===== src/sv/grid_snap_with_occupancy_macros.svh =====
// Assertion helpers for the grid snap block.
// Each macro takes a label, clock, reset, antecedent, consequent and message.
`ifndef GRID_SNAP_WITH_OCCUPANCY_MACROS_SVH
`define GRID_SNAP_WITH_OCCUPANCY_MACROS_SVH

`ifndef SYNTHESIS

// same-cycle implication
`define GSO_ASSERT_IMP(lbl, clk, rst, ante, cons, msg) \
   lbl: assert property (@(posedge clk) disable iff (rst) (ante) |-> (cons)) \
      else $error(msg);

// next-cycle implication
`define GSO_ASSERT_NXT(lbl, clk, rst, ante, cons, msg) \
   lbl: assert property (@(posedge clk) disable iff (rst) (ante) |=> (cons)) \
      else $error(msg);

`else

`define GSO_ASSERT_IMP(lbl, clk, rst, ante, cons, msg)
`define GSO_ASSERT_NXT(lbl, clk, rst, ante, cons, msg)

`endif

`endif


===== src/sv/gso_pkg.sv =====
package gso_pkg;

   localparam int COORD_W    = 16;
   localparam int BOARD_W    = 6;
   localparam int WIDTH_W    = 12;
   localparam int CSR_DATA_W = 12;
   localparam int CSR_IDX_W  = 1;
   localparam int MAP_ROW_W  = 5;
   localparam int MAP_BIT_W  = 5;
   localparam int CELL_IDX_W = MAP_ROW_W + MAP_BIT_W;
   localparam int MAP_ROWS   = 1 << MAP_ROW_W;
   localparam int MAP_WORD_W = 1 << MAP_BIT_W;
   // fixed-point positions and distances: 16*31*4094 and 65535*31 fit in 22 bits
   localparam int POS_W      = 22;
   localparam int FB_STEP_W  = WIDTH_W + 4;

   localparam logic [BOARD_W-1:0] FB_MIN_LINES      = 6'd2;
   localparam logic [BOARD_W-1:0] FB_MAX_LINES      = 6'd32;
   localparam logic [BOARD_W-1:0] BOARD_SIZE_RESET  = 6'd19;
   localparam logic [WIDTH_W-1:0] IMAGE_WIDTH_RESET = 12'd800;

   typedef enum logic [1:0] {
      OP_FRAME  = 2'd0,
      OP_ADD_X  = 2'd1,
      OP_ADD_Y  = 2'd2,
      OP_DETECT = 2'd3
   } op_type;

   typedef enum logic [CSR_IDX_W-1:0] {
      CSR_BOARD_SIZE  = 1'b0,
      CSR_IMAGE_WIDTH = 1'b1
   } csr_index_type;

   typedef struct packed {
      logic init;
      logic step;
   } scan_ctl_type;

endpackage


===== src/sv/gso_ram.sv =====
module gso_ram #(
   parameter int WIDTH = 16,
   parameter int DEPTH = 32
) (
   input  logic                     clock,
   input  logic                     wr_en,
   input  logic [$clog2(DEPTH)-1:0] wr_addr,
   input  logic [WIDTH-1:0]         wr_data,
   input  logic [$clog2(DEPTH)-1:0] rd_addr,
   output logic [WIDTH-1:0]         rd_data
);

   logic [WIDTH-1:0] mem [DEPTH];
   logic [WIDTH-1:0] rd_data_ff;

   always_ff @(posedge clock) begin
      if (wr_en) begin
         mem[wr_addr] <= wr_data;
      end
      rd_data_ff <= mem[rd_addr];
   end

   assign rd_data = rd_data_ff;

endmodule


===== src/sv/gso_axis.sv =====
module gso_axis #(
   parameter int SEL_W = 5
) (
   input  logic                       clock,
   input  gso_pkg::scan_ctl_type      ctl,
   input  logic [SEL_W-1:0]           cand_idx,
   input  logic [gso_pkg::POS_W-1:0]  cand_pos,
   input  logic [gso_pkg::POS_W-1:0]  target,
   output logic [SEL_W-1:0]           best_idx
);

   import gso_pkg::*;

   logic [POS_W:0]     best_d_ff;
   logic [SEL_W-1:0]   best_idx_ff;
   logic [POS_W-1:0]   abs_gap;

   assign abs_gap = (cand_pos > target) ? (cand_pos - target) : (target - cand_pos);

   // strict less-than: earlier index keeps a tie
   always_ff @(posedge clock) begin
      if (ctl.init) begin
         best_d_ff   <= '1;
         best_idx_ff <= '0;
      end else if (ctl.step && ({1'b0, abs_gap} < best_d_ff)) begin
         best_d_ff   <= {1'b0, abs_gap};
         best_idx_ff <= cand_idx;
      end
   end

   assign best_idx = best_idx_ff;

endmodule


===== src/sv/grid_snap_with_occupancy.sv =====
// Grid snap with occupancy. Line loads (op 1 and 2) write the next free entry
// of the x or y line RAM; loads into a full table are dropped. A frame start
// (op 0) empties both tables and sweeps the 32-row occupancy RAM to zero one
// row per cycle, and the block is busy while it sweeps; the same sweep runs
// after reset before req_ready first rises. A detection (op 3) scans N
// entries, where N is max(x lines, y lines) when both tables hold lines and
// the saturated board_size (2..32) otherwise: a scan pointer walks the line
// RAMs (or the evenly spaced fallback positions) one entry per cycle, with one
// distance/compare unit per axis, then a multiply forms the cell number and a
// read-modify-write of the occupancy row tests and marks the cell. A detection
// whose cell is taken or lies beyond 1023 gives no result. One result register
// holds the outgoing transfer; a new detection stalls only if that register is
// still full when its own result is ready. CSR writes take effect at once and
// are expected only while the block is idle.
`include "grid_snap_with_occupancy_macros.svh"

module grid_snap_with_occupancy #(
   parameter int MAX_LINES = 32
) (
   input  logic                               clock,
   input  logic                               reset,
   // request channel
   input  logic                               req_valid,
   output logic                               req_ready,
   input  logic [1:0]                         req_op,
   input  logic [gso_pkg::COORD_W-1:0]        req_coord_x,
   input  logic [gso_pkg::COORD_W-1:0]        req_coord_y,
   input  logic                               req_is_black,
   // response channel
   output logic                               rsp_valid,
   input  logic                               rsp_ready,
   output logic [gso_pkg::CELL_IDX_W-1:0]     rsp_cell_index,
   output logic                               rsp_cell_black,
   // CSR write port
   input  logic                               csr_wr_en,
   input  logic [gso_pkg::CSR_IDX_W-1:0]      csr_index,
   input  logic [gso_pkg::CSR_DATA_W-1:0]     csr_wdata
);

   import gso_pkg::*;

   localparam int IDX_W  = $clog2(MAX_LINES);
   localparam int CNT_W  = $clog2(MAX_LINES + 1);
   // scan length / column count must also hold the fallback count (up to 32)
   localparam int LEN_W  = (CNT_W > BOARD_W) ? CNT_W : BOARD_W;
   localparam int SEL_W  = (IDX_W > 5) ? IDX_W : 5;
   localparam int CELL_W = SEL_W + LEN_W + 1;
   localparam logic [CNT_W-1:0] LINES_FULL = CNT_W'(MAX_LINES);

   typedef enum logic [2:0] {
      ST_CLEAR,
      ST_IDLE,
      ST_SETUP,
      ST_SCAN,
      ST_CELL,
      ST_MAPRD,
      ST_MAPCHK,
      ST_EMIT
   } state_type;

   state_type               state_ff;
   logic [MAP_ROW_W-1:0]    clr_row_ff;

   logic [BOARD_W-1:0]      board_size_ff;
   logic [WIDTH_W-1:0]      image_width_ff;
   logic [CNT_W-1:0]        x_count_ff;
   logic [CNT_W-1:0]        y_count_ff;

   // detection context
   logic [COORD_W-1:0]      cx_ff;
   logic [COORD_W-1:0]      cy_ff;
   logic                    blk_ff;
   logic                    fallback_ff;
   logic [FB_STEP_W-1:0]    step_ff;
   logic [POS_W-1:0]        tgt_x_ff;
   logic [POS_W-1:0]        tgt_y_ff;
   logic [LEN_W-1:0]        scan_len_ff;
   logic [LEN_W-1:0]        xcount_ff;

   // scan pointer and delay registers that line up with RAM read data
   logic [LEN_W-1:0]        issue_ff;
   logic [POS_W-1:0]        pos_acc_ff;
   logic                    d_vld_ff;
   logic [SEL_W-1:0]        d_idx_ff;
   logic [POS_W-1:0]        d_pos_ff;

   logic [CELL_W-1:0]       cell_ff;
   logic [CELL_W-1:0]       cell_in;

   logic                    rsp_valid_ff;
   logic [CELL_IDX_W-1:0]   rsp_cell_index_ff;
   logic                    rsp_cell_black_ff;

   // combinational
   op_type                  op_sel;
   logic                    req_xfer;
   logic                    mode_fb;
   logic [BOARD_W-1:0]      b_sat;
   logic [BOARD_W-1:0]      b_m1;
   logic [WIDTH_W-1:0]      w_m1;
   logic [LEN_W-1:0]        max_count;
   logic [POS_W-1:0]        fb_tgt_x;
   logic [POS_W-1:0]        fb_tgt_y;

   logic                    xram_we;
   logic                    yram_we;
   logic [COORD_W-1:0]      xram_rd;
   logic [COORD_W-1:0]      yram_rd;
   logic [IDX_W-1:0]        ram_rd_addr;

   logic                    map_we;
   logic [MAP_ROW_W-1:0]    map_wr_addr;
   logic [MAP_WORD_W-1:0]   map_wr_data;
   logic [MAP_WORD_W-1:0]   map_rd;
   logic [MAP_BIT_W-1:0]    map_bit;
   logic                    map_hit;

   scan_ctl_type            ctl_x;
   scan_ctl_type            ctl_y;
   logic [POS_W-1:0]        cand_x;
   logic [POS_W-1:0]        cand_y;
   logic [SEL_W-1:0]        col_idx;
   logic [SEL_W-1:0]        row_idx;

   assign op_sel    = op_type'(req_op);
   assign req_ready = (state_ff == ST_IDLE);
   assign req_xfer  = req_valid && req_ready;

   // ---------------------------------------------------------------------
   // Fallback grid setup: saturate board size, spacing numerator is
   // 16*(W-1) per line, detection target is c*(B-1).
   // ---------------------------------------------------------------------
   always_comb begin
      priority if (board_size_ff < FB_MIN_LINES) begin
         b_sat = FB_MIN_LINES;
      end else if (board_size_ff > FB_MAX_LINES) begin
         b_sat = FB_MAX_LINES;
      end else begin
         b_sat = board_size_ff;
      end
   end

   assign b_m1     = b_sat - BOARD_W'(1);
   assign w_m1     = (image_width_ff == '0) ? '0 : (image_width_ff - WIDTH_W'(1));
   assign fb_tgt_x = POS_W'(cx_ff) * POS_W'(b_m1);
   assign fb_tgt_y = POS_W'(cy_ff) * POS_W'(b_m1);
   assign mode_fb  = (x_count_ff == '0) || (y_count_ff == '0);
   assign max_count = (x_count_ff > y_count_ff) ? LEN_W'(x_count_ff) : LEN_W'(y_count_ff);

   // ---------------------------------------------------------------------
   // Line tables
   // ---------------------------------------------------------------------
   assign xram_we     = req_xfer && (op_sel == OP_ADD_X) && (x_count_ff < LINES_FULL);
   assign yram_we     = req_xfer && (op_sel == OP_ADD_Y) && (y_count_ff < LINES_FULL);
   assign ram_rd_addr = issue_ff[IDX_W-1:0];

   gso_ram #(.WIDTH(COORD_W), .DEPTH(MAX_LINES)) u_xram (
      .clock   (clock),
      .wr_en   (xram_we),
      .wr_addr (x_count_ff[IDX_W-1:0]),
      .wr_data (req_coord_x),
      .rd_addr (ram_rd_addr),
      .rd_data (xram_rd)
   );

   gso_ram #(.WIDTH(COORD_W), .DEPTH(MAX_LINES)) u_yram (
      .clock   (clock),
      .wr_en   (yram_we),
      .wr_addr (y_count_ff[IDX_W-1:0]),
      .wr_data (req_coord_y),
      .rd_addr (ram_rd_addr),
      .rd_data (yram_rd)
   );

   // ---------------------------------------------------------------------
   // Nearest-line units, one per axis. Entries past an axis' own count
   // are masked when the two tables differ in length.
   // ---------------------------------------------------------------------
   assign ctl_x.init = (state_ff == ST_SETUP);
   assign ctl_y.init = (state_ff == ST_SETUP);
   assign ctl_x.step = (state_ff == ST_SCAN) && d_vld_ff &&
                       (fallback_ff || (LEN_W'(d_idx_ff) < LEN_W'(x_count_ff)));
   assign ctl_y.step = (state_ff == ST_SCAN) && d_vld_ff &&
                       (fallback_ff || (LEN_W'(d_idx_ff) < LEN_W'(y_count_ff)));
   assign cand_x     = fallback_ff ? d_pos_ff : POS_W'(xram_rd);
   assign cand_y     = fallback_ff ? d_pos_ff : POS_W'(yram_rd);

   gso_axis #(.SEL_W(SEL_W)) u_axis_x (
      .clock    (clock),
      .ctl      (ctl_x),
      .cand_idx (d_idx_ff),
      .cand_pos (cand_x),
      .target   (tgt_x_ff),
      .best_idx (col_idx)
   );

   gso_axis #(.SEL_W(SEL_W)) u_axis_y (
      .clock    (clock),
      .ctl      (ctl_y),
      .cand_idx (d_idx_ff),
      .cand_pos (cand_y),
      .target   (tgt_y_ff),
      .best_idx (row_idx)
   );

   assign cell_in = CELL_W'(row_idx) * CELL_W'(xcount_ff) + CELL_W'(col_idx);

   // ---------------------------------------------------------------------
   // Occupancy map: 32 rows of 32 bits, cell[9:5] picks the row.
   // Clear sweep and the mark write share the single write port.
   // ---------------------------------------------------------------------
   assign map_bit = cell_ff[MAP_BIT_W-1:0];
   assign map_hit = map_rd[map_bit];

   always_comb begin
      if (state_ff == ST_CLEAR) begin
         map_we      = 1'b1;
         map_wr_addr = clr_row_ff;
         map_wr_data = '0;
      end else begin
         map_we      = (state_ff == ST_MAPCHK) && !map_hit;
         map_wr_addr = cell_ff[CELL_IDX_W-1:MAP_BIT_W];
         map_wr_data = map_rd | (MAP_WORD_W'(1) << map_bit);
      end
   end

   gso_ram #(.WIDTH(MAP_WORD_W), .DEPTH(MAP_ROWS)) u_map (
      .clock   (clock),
      .wr_en   (map_we),
      .wr_addr (map_wr_addr),
      .wr_data (map_wr_data),
      .rd_addr (cell_ff[CELL_IDX_W-1:MAP_BIT_W]),
      .rd_data (map_rd)
   );

   // ---------------------------------------------------------------------
   // Sequencer, CSRs and result register
   // ---------------------------------------------------------------------
   always_ff @(posedge clock) begin
      if (reset) begin
         state_ff       <= ST_CLEAR;
         clr_row_ff     <= '0;
         board_size_ff  <= BOARD_SIZE_RESET;
         image_width_ff <= IMAGE_WIDTH_RESET;
         x_count_ff     <= '0;
         y_count_ff     <= '0;
         d_vld_ff       <= 1'b0;
         rsp_valid_ff   <= 1'b0;
      end else begin
         if (csr_wr_en) begin
            unique case (csr_index_type'(csr_index))
               CSR_BOARD_SIZE:  board_size_ff  <= csr_wdata[BOARD_W-1:0];
               CSR_IMAGE_WIDTH: image_width_ff <= csr_wdata[WIDTH_W-1:0];
            endcase
         end

         // in EMIT the reload below takes over the drained register
         if (rsp_valid_ff && rsp_ready && (state_ff != ST_EMIT)) begin
            rsp_valid_ff <= 1'b0;
         end

         unique case (state_ff)
            ST_CLEAR: begin
               clr_row_ff <= clr_row_ff + MAP_ROW_W'(1);
               if (clr_row_ff == MAP_ROW_W'(MAP_ROWS - 1)) begin
                  state_ff <= ST_IDLE;
               end
            end
            ST_IDLE: begin
               if (req_xfer) begin
                  cx_ff  <= req_coord_x;
                  cy_ff  <= req_coord_y;
                  blk_ff <= req_is_black;
                  unique case (op_sel)
                     OP_FRAME: begin
                        x_count_ff <= '0;
                        y_count_ff <= '0;
                        clr_row_ff <= '0;
                        state_ff   <= ST_CLEAR;
                     end
                     OP_ADD_X: begin
                        if (xram_we) begin
                           x_count_ff <= x_count_ff + CNT_W'(1);
                        end
                     end
                     OP_ADD_Y: begin
                        if (yram_we) begin
                           y_count_ff <= y_count_ff + CNT_W'(1);
                        end
                     end
                     OP_DETECT: begin
                        state_ff <= ST_SETUP;
                     end
                  endcase
               end
            end
            ST_SETUP: begin
               fallback_ff <= mode_fb;
               step_ff     <= {w_m1, 4'b0000};
               tgt_x_ff    <= mode_fb ? fb_tgt_x : POS_W'(cx_ff);
               tgt_y_ff    <= mode_fb ? fb_tgt_y : POS_W'(cy_ff);
               scan_len_ff <= mode_fb ? LEN_W'(b_sat) : max_count;
               xcount_ff   <= mode_fb ? LEN_W'(b_sat) : LEN_W'(x_count_ff);
               issue_ff    <= '0;
               pos_acc_ff  <= '0;
               d_vld_ff    <= 1'b0;
               state_ff    <= ST_SCAN;
            end
            ST_SCAN: begin
               if (issue_ff != scan_len_ff) begin
                  d_vld_ff   <= 1'b1;
                  d_idx_ff   <= SEL_W'(issue_ff);
                  d_pos_ff   <= pos_acc_ff;
                  issue_ff   <= issue_ff + LEN_W'(1);
                  pos_acc_ff <= pos_acc_ff + POS_W'(step_ff);
               end else begin
                  // last compare happens while d_vld_ff is still high
                  d_vld_ff <= 1'b0;
                  if (!d_vld_ff) begin
                     state_ff <= ST_CELL;
                  end
               end
            end
            ST_CELL: begin
               cell_ff  <= cell_in;
               state_ff <= ST_MAPRD;
            end
            ST_MAPRD: begin
               // cells past the map are dropped unmarked
               if (|cell_ff[CELL_W-1:CELL_IDX_W]) begin
                  state_ff <= ST_IDLE;
               end else begin
                  state_ff <= ST_MAPCHK;
               end
            end
            ST_MAPCHK: begin
               state_ff <= map_hit ? ST_IDLE : ST_EMIT;
            end
            ST_EMIT: begin
               if (!rsp_valid_ff || rsp_ready) begin
                  rsp_valid_ff      <= 1'b1;
                  rsp_cell_index_ff <= cell_ff[CELL_IDX_W-1:0];
                  rsp_cell_black_ff <= blk_ff;
                  state_ff          <= ST_IDLE;
               end
            end
         endcase
      end
   end

   assign rsp_valid      = rsp_valid_ff;
   assign rsp_cell_index = rsp_cell_index_ff;
   assign rsp_cell_black = rsp_cell_black_ff;

   // ---------------------------------------------------------------------
   // Assertions
   // ---------------------------------------------------------------------
   `GSO_ASSERT_NXT(a_full_x_holds, clock, reset, req_xfer && (op_sel == OP_ADD_X) && (x_count_ff == LINES_FULL), x_count_ff == LINES_FULL, "x line load into full table changed the count")
   `GSO_ASSERT_NXT(a_frame_clears, clock, reset, req_xfer && (op_sel == OP_FRAME), (state_ff == ST_CLEAR) && (x_count_ff == '0) && (y_count_ff == '0), "frame start did not empty tables and start clear")
   `GSO_ASSERT_IMP(a_pick_in_grid, clock, reset, state_ff == ST_CELL, (LEN_W'(col_idx) < xcount_ff) && (LEN_W'(row_idx) < (fallback_ff ? xcount_ff : LEN_W'(y_count_ff))), "nearest line index outside the grid")
   `GSO_ASSERT_NXT(a_emit_loads, clock, reset, (state_ff == ST_EMIT) && (!rsp_valid_ff || rsp_ready), rsp_valid_ff && (rsp_cell_index_ff == $past(cell_ff[CELL_IDX_W-1:0])), "result register not loaded with the cell")

endmodule


===== config.mk =====
export PLATFORM = sky130hd
export DESIGN_NAME = grid_snap_with_occupancy
export DESIGN_NICKNAME = d
export VERILOG_FILES = /design/src/sv/gso_pkg.sv /design/src/sv/gso_ram.sv /design/src/sv/gso_axis.sv /design/src/sv/grid_snap_with_occupancy.sv
export VERILOG_INCLUDE_DIRS = /design/src /design/src/sv
export SDC_FILE = /design/constraint.sdc
export NUM_CORES = 2
export LEC_CHECK = 0
export BUFFER_PORTS_ARGS = -buffer_cell sky130_fd_sc_hd__buf_2
export CAP_MARGIN = 40
export CORE_ASPECT_RATIO = 0.8
export CORE_MARGIN = 1
export CORE_UTILIZATION = 25
export CTS_CLUSTER_DIAMETER = 150
export DETAILED_ROUTE_END_ITERATION = 8
export GPL_TIMING_DRIVEN = 0
export PLACE_DENSITY_LB_ADDON = 0.2
export SYNTH_ARGS = -nofsm -noshare
export SYNTH_HDL_FRONTEND = slang
export SYNTH_HIERARCHICAL = 1
export SYNTH_SLANG_ARGS = --single-unit

===== constraint.sdc =====
create_clock -name clock -period 9.45 [get_ports clock]
set_input_delay 1.4175 -clock clock [delete_from_list [all_inputs] [get_ports clock]]
set_output_delay 1.4175 -clock clock [all_outputs]
set_load 0.01 [all_outputs]

# ---- Word level (Yosys, flattened, before mapping)
# Memories as Yosys holds them, arrays and structs flattened. A register that Yosys moved wholly into a read port is not among the register bits.
# Cells that the tools add are included.
dict set report op_classes {
  shift 1
  n_eq_ne 23
  reduce_logical 41
  bitwise 3
  addsub 12
  muxes 47
  order_cmp 12
  n_mul 3
}
# cell count
set op_table {}
lappend op_table {{$mux W22} 5}
lappend op_table {{$sub A22 B22 Y22} 4}
lappend op_table {{$mux W6} 8}
lappend op_table {{$lt A22 B23 Y1} 2}
lappend op_table {{$gt A22 B22 Y1} 2}
lappend op_table {{$mul A16 B6 Y22} 2}
lappend op_table {{$pmux W22 S2} 1}
lappend op_table {{$pmux W6 S2} 3}
lappend op_table {{$mux W16} 2}
lappend op_table {{$mux W32} 1}
lappend op_table {{$or A32 B32 Y32} 1}
lappend op_table {{$shl A1 B5 Y32 const A} 1}
lappend op_table {{$pmux W3 S8} 1}
lappend op_table {{$add A22 B16 Y22} 1}
lappend op_table {{$mux W3} 7}
lappend op_table {{$add A6 B1 Y6 const B} 3}
lappend op_table {{$mux W5} 3}
lappend op_table {{$reduce_and A3 Y1} 5}
lappend op_table {{$logic_and A1 B1 Y1} 13}
lappend op_table {{$add A11 B5 Y12} 1}
lappend op_table {{$eq A3 B3 Y1 const B} 4}
lappend op_table {{$logic_not A12 Y1} 1}
lappend op_table {{$logic_not A6 Y1} 2}
lappend op_table {{$lt A5 B6 Y1} 2}
lappend op_table {{34 further kinds} 67}
dict set report word_totals {
  in_bits 53
  out_inout_bits 13
  wordCells 175
  regBits 276
  memories 3
  ramBits 2048
}
# memory depth word_bits rd rd_ports_with_merged_regs write_ports line
set memory_table {}
lappend memory_table {u_map.mem 32 32 1 1 1 gso_ram.sv:13} ;# logic [WIDTH-1:0] mem [DEPTH];
lappend memory_table {u_xram.mem 32 16 1 1 1 gso_ram.sv:13}
lappend memory_table {u_yram.mem 32 16 1 1 1 gso_ram.sv:13}

# ---- Depth between registers and ports, before layout
dict set report depth {
  word_depth 7
  ltp_mapped 29
  depth_no_buf 24
}

# ---- By module
# Netlist, hierarchy kept.
# module seq_area_each_um2 area_each_um2 instances cells_per_inst
set modules_own_cells {}
lappend modules_own_cells {{gso_ram (u_map)} 31390.1 40496.3 1 2260}
lappend modules_own_cells {{gso_ram (u_yram)} 15695.1 20535.9 1 1143}
lappend modules_own_cells {{gso_ram (u_xram)} 15695.1 20534.7 1 1143}
lappend modules_own_cells {grid_snap_with_occupancy 5965.7 16624.7 1 1680}
lappend modules_own_cells {{gso_axis (u_axis_y)} 560.5 4336.7 1 590}
lappend modules_own_cells {{gso_axis (u_axis_x)} 560.5 3870.0 1 500}

# ---- Worst setup path before layout
# No wires, ideal clock.
dict set report synth_path {
  kind {input to register}
  from {input port reset}
  to {register issue_ff[0] (enable)}
  arrival_ns 7.329
  setup_ns 0.384
  cell_stages 3
  required_ns 9.066
  path_buffers 1
  path_slack_ns 1.737
  cell_sequence {clkbuf_1 -> nor3_1 -> nand2b_1}
}
dict set report synth_between {
  elab_chain_cells 2
}
# element line
set synth_lines {}
lappend synth_lines {{start: declaration} grid_snap_with_occupancy.sv:21} ;# input logic reset,
lappend synth_lines {{$not A1 Y1 (no line)} --}
lappend synth_lines {{$reduce_and A3 Y1 (no line)} --}
lappend synth_lines {{end signal: assignment} grid_snap_with_occupancy.sv:314} ;# issue_ff <= issue_ff + LEN_W'(1);
lappend synth_lines {{end: declaration} grid_snap_with_occupancy.sv:81} ;# logic [LEN_W-1:0] issue_ff;
# Every way passes these cells.
# A chain may end at the register's enable or synchronous reset.

# ---- Worst setup path after layout
dict set report layout_path {
  from {register board_size_ff[3]}
  to {register tgt_x_ff[18] (data pin)}
}
dict set report layout_between {
  elab_chain_cells 5
  word_cells_on_any_way 6
  cone_classes {1 x add/sub; 1 x mul; 2 x order compare; 2 x mux}
}
# element line
set layout_lines {}
lappend layout_lines {{start: declaration} grid_snap_with_occupancy.sv:64} ;# logic [BOARD_W-1:0] board_size_ff;
lappend layout_lines {{start signal: assignment} grid_snap_with_occupancy.sv:252} ;# CSR_BOARD_SIZE: board_size_ff <= csr_wdata[BOARD_W-1:0];
lappend layout_lines {{$gt A6 B6 Y1} grid_snap_with_occupancy.sv:136} ;# end else if (board_size_ff > FB_MAX_LINES) begin
lappend layout_lines {{$mux W6} grid_snap_with_occupancy.sv:136}
lappend layout_lines {{$mux W6 (*)} grid_snap_with_occupancy.sv:134} ;# priority if (board_size_ff < FB_MIN_LINES) begin
lappend layout_lines {{$sub A6 B1 Y6 (*)} grid_snap_with_occupancy.sv:143} ;# assign b_m1 = b_sat - BOARD_W'(1);
lappend layout_lines {{$mul A16 B6 Y22 (*)} grid_snap_with_occupancy.sv:145} ;# assign fb_tgt_x = POS_W'(cx_ff) * POS_W'(b_m1);
lappend layout_lines {{end signal: assignment} grid_snap_with_occupancy.sv:300} ;# tgt_x_ff <= mode_fb ? fb_tgt_x : POS_W'(cx_ff);
lappend layout_lines {{end: declaration} grid_snap_with_occupancy.sv:75} ;# logic [POS_W-1:0] tgt_x_ff;
# Mark *: on every way between the ends. The rest lies on a longest branch, timed or not.

==> out/metrics.yaml <==
critical_path:
  r2r-start: "board_size_ff[3]"
  critPathLaunch: "board_size_ff[3]"
  crit_type: "register to register"
  critPathRequiredTime_ps: 10190
  start_kind: "register"
  path_max_fanout: 10
  cp.arrival_ps: 8580
  worst_setup_path_end_kind: "register"
  reg2reg_slack_ps: 1610
  r2r_end: "tgt_x_ff[18]"
  reg2reg_depth: 21
  critPathCapture: "tgt_x_ff[18]"
drt:
  vias: 62100
  drt-total-wl_um: 311000
  drtPass1Iterations: 7
  drt_iter0_drc: 4674
  drc_errors: 0
  vias_per_cell: 4.54
  antenna_left: 0
  routedWlPerCell_um: 22.8
clock_network:
  clkTransAtPathRegs_ps: 60
  hold_buffers: 0
  cts_tree: "yes"
  clock_latency_ps: 930
  cts_made_buffers: 270
  clock_sinks: 2380
  post-cts-setup-buffers: 0
  cts_root_buf: "clkbuf_16"
  cts-resized-gates: 0
  clockBufferDepth: 4
  htree_num_levels: 5
synth:
  yosysSeqAreaShare_pct: 65.7
  synth_warnings: 6
  synth-main-ff-cell: "edfxtp_1"
  synth_cell_types: 103
  syn_area_per_cell_um2: 14.5
  synthTopCellsByArea: "edfxtp_1 (63%), mux2i_1 (10%), dfxtp_1 (3.0%)"
  async_flop_share_pct: 0
  ys_seq_elements: 2380
  synth_cells: 7316
  synth_top_cell_area_share_pct: 62.7
  mappedNetlistArea_um2: 106000
  synth_edf_count: 2220
  yosys.area.top_type: "edfxtp_1"
final_layout:
  area_delta_synth_final_pct: 18.1
  drive_above_1_share_pct: 12.8
  finalNetCount: 8295
  final_common_cell: "edfxtp_1"
  layout_common_cells: "edfxtp_1 (2220), mux2i_1 (1065), nand2_1 (417), a21oi_1 (372), inv_1 (344)"
power_and_ir_drop:
  p_leak_nw: 47.4
  seqPwrFrac_pct: 50.1
  combPwrFrac_pct: 6.4
  vdd_drop_max_v: 0.000140
  powerDensity_nw_per_um2: 184
  internal_power_mw: 17.9
  clockPowerShare_pct: 43.6
  switching_share_pct: 22.8
  p_switching_mw: 5.27
placed_design:
  hpwlAfterDp_um: 224000
  portBuffers: 62
  place_congestion: 0.845
  pre_cts_ws_ps: 1470
global_routing:
  grt_max_degree: 34
  overflow: 0
  grt_pass1_wl_um: 448000
  grt_pass1_vias: 63000
  antenna_found_initial: 23
  grt_usage_pct: 14.2
sta:
  tightest_slew_ps: 933
  fin_skew_ps: 70.6
  period_minus_slack_ps: 7840
  rsz0062_at_grt: "false"
  slew-limit-headroom_pct: 37.6
  slew_violations: 0
  setup_viol: 0
  worst_slack_ps: 1610
  whs_ps: 420
  period_share_pct: 83.0
  fmax_mhz: 128
  hold_viol: 0
floorplanning:
  die_w_um: 731
  core-area_um2: 422000
  core.rowCount: 213
  ioPinCount: 66
  fp.dieArea_um2: 428000
  start_util_pct: 25.2
  die_y_um: 586
run:
  cap_viol_max_count: 0
worst_hold_path:
  hold_path.class: "register to register"
status:
  status: "finished clean"
## cell usage after synthesis, types with 16 or more instances
master and count:
edfxtp_1 2220, mux2i_1 1065, nand2_1 417, a21oi_1 372, inv_1 344, nor2_1 307, ha_1 246, a22oi_1 229
nand3_1 199, dfxtp_1 160, fa_1 136, a22o_1 128, o21ai_0 127, clkbuf_1 125, buf_2 97, and2_1 90
nor3_1 88, buf_4 84, nor2b_1 81, a31oi_1 74, a21o_1 66, xnor2_1 62, nand2b_1 61, nand4_1 60
xor2_1 48, buf_6 32, a211oi_1 28, nand3b_1 24, o21bai_1 20, and3_1 18, o211ai_1 17, o21a_1 17
o22a_1 16
## cell families (layout without fill, tap and decap cells)
group	after synthesis	in the layout	share of synthesized area (%)
adders and majority gates	382	382	5.45
xor gates and xnor gates	111	111	0.921
and+or+nand+nor	1427	1427	6.54
buffers and inverters	723	1445	3.52
muxes	1085	1085	10.4
DFF	2380	2380	65.7
other	2	44	0.00706
AOI/OAI and AO/OA	1206	1206	7.54
## metrics by stage
step | TNS, ps | util (%) | cells | power (mW) | instance area, um2
global placement | -23940 | 27.0 | 13000 | 13.2 | 114000
finish | 0 | 29.8 | 13700 | 23.1 | 126000
floorplan | 0 | - | 7346 | 12.8 | 107000
CTS | 0 | 29.7 | 13700 | 23.5 | 126000
detailed placement | 0 | 27.8 | 13200 | 13.3 | 117000
global route | 0 | 29.8 | 13700 | 24.0 | 126000
## power by group through the flow
stage               Sequential (mW)  Combinational, mW  Clock, mW
finish                         11.6               1.48       10.1
detailed placement             11.8               1.48          0
global placement               11.8               1.44          0
floorplan                      11.8              0.992          0
global route                   11.6               1.68       10.8
CTS                            11.6               1.49       10.4
## per-layer routing
layer | wire length, um | vias to the layer above | share of wire [%] | track usage [%]
li1 | - | 28700 | - | -
met1 | 147000 | 31600 | 47 | 20.0
met2 | 143000 | 1337 | 46 | 23.1
met3 | 13400 | 401 | 4.3 | 1.88
met4 | 8500 | 2 | 2.7 | 3.75
met5 | 8 | - | 0.0026 | 0
## how the worst min path moves through the flow
stage | cells after the start | slack, ps | end | startpoint
floorplan | 0 | 400 | rsp_cell_black | blk_ff
finish | 0 | 420 | rsp_cell_black | blk_ff
global placement | 0 | 410 | rsp_cell_black | blk_ff
detailed placement | 0 | 410 | rsp_cell_black | blk_ff
global route | 0 | 430 | rsp_cell_black | blk_ff
CTS | 0 | 430 | rsp_cell_black | blk_ff
## area by class of cell
type                       instances  area, um2
sequential                      2380      69900
fill                           42200     297000
inverter                         345       1290
timing repair buffer             242       3210
multi-input combinational       4243      33400
buffer                           378       2450
clock inverter                   138       1180
antenna                           12       30.0
tap                             5590       6990
clock buffer                     342       7190
## critical path: stages, from the launching register on
cell and delay [ps]:
dfxtp_1 390, nor3_1 390, nand2b_1 100, nand3b_1 500, clkbuf_1 690, ha_1 420
xnor2_1 250, buf_4 250, clkbuf_1 670, nand2_1 200, fa_1 600, fa_1 450
fa_1 540, inv_1 40, ha_1 360, nand4_1 150, nor4b_1 390, nor3_1 180
o21ai_1 360, a2111oi_0 200, or4_1 420, nand2_1 70
## flip-flops by register name (all words and copies together), names as in the netlist, 22 cells and up
register            count
u_map/mem            1024
u_axis_x/best_d_ff     23
tgt_y_ff               22
u_axis_y/best_d_ff     23
tgt_x_ff               22
u_map/rd_data          32
u_yram/mem            512
u_xram/mem            512
Power figures use the tool's default switching activity.
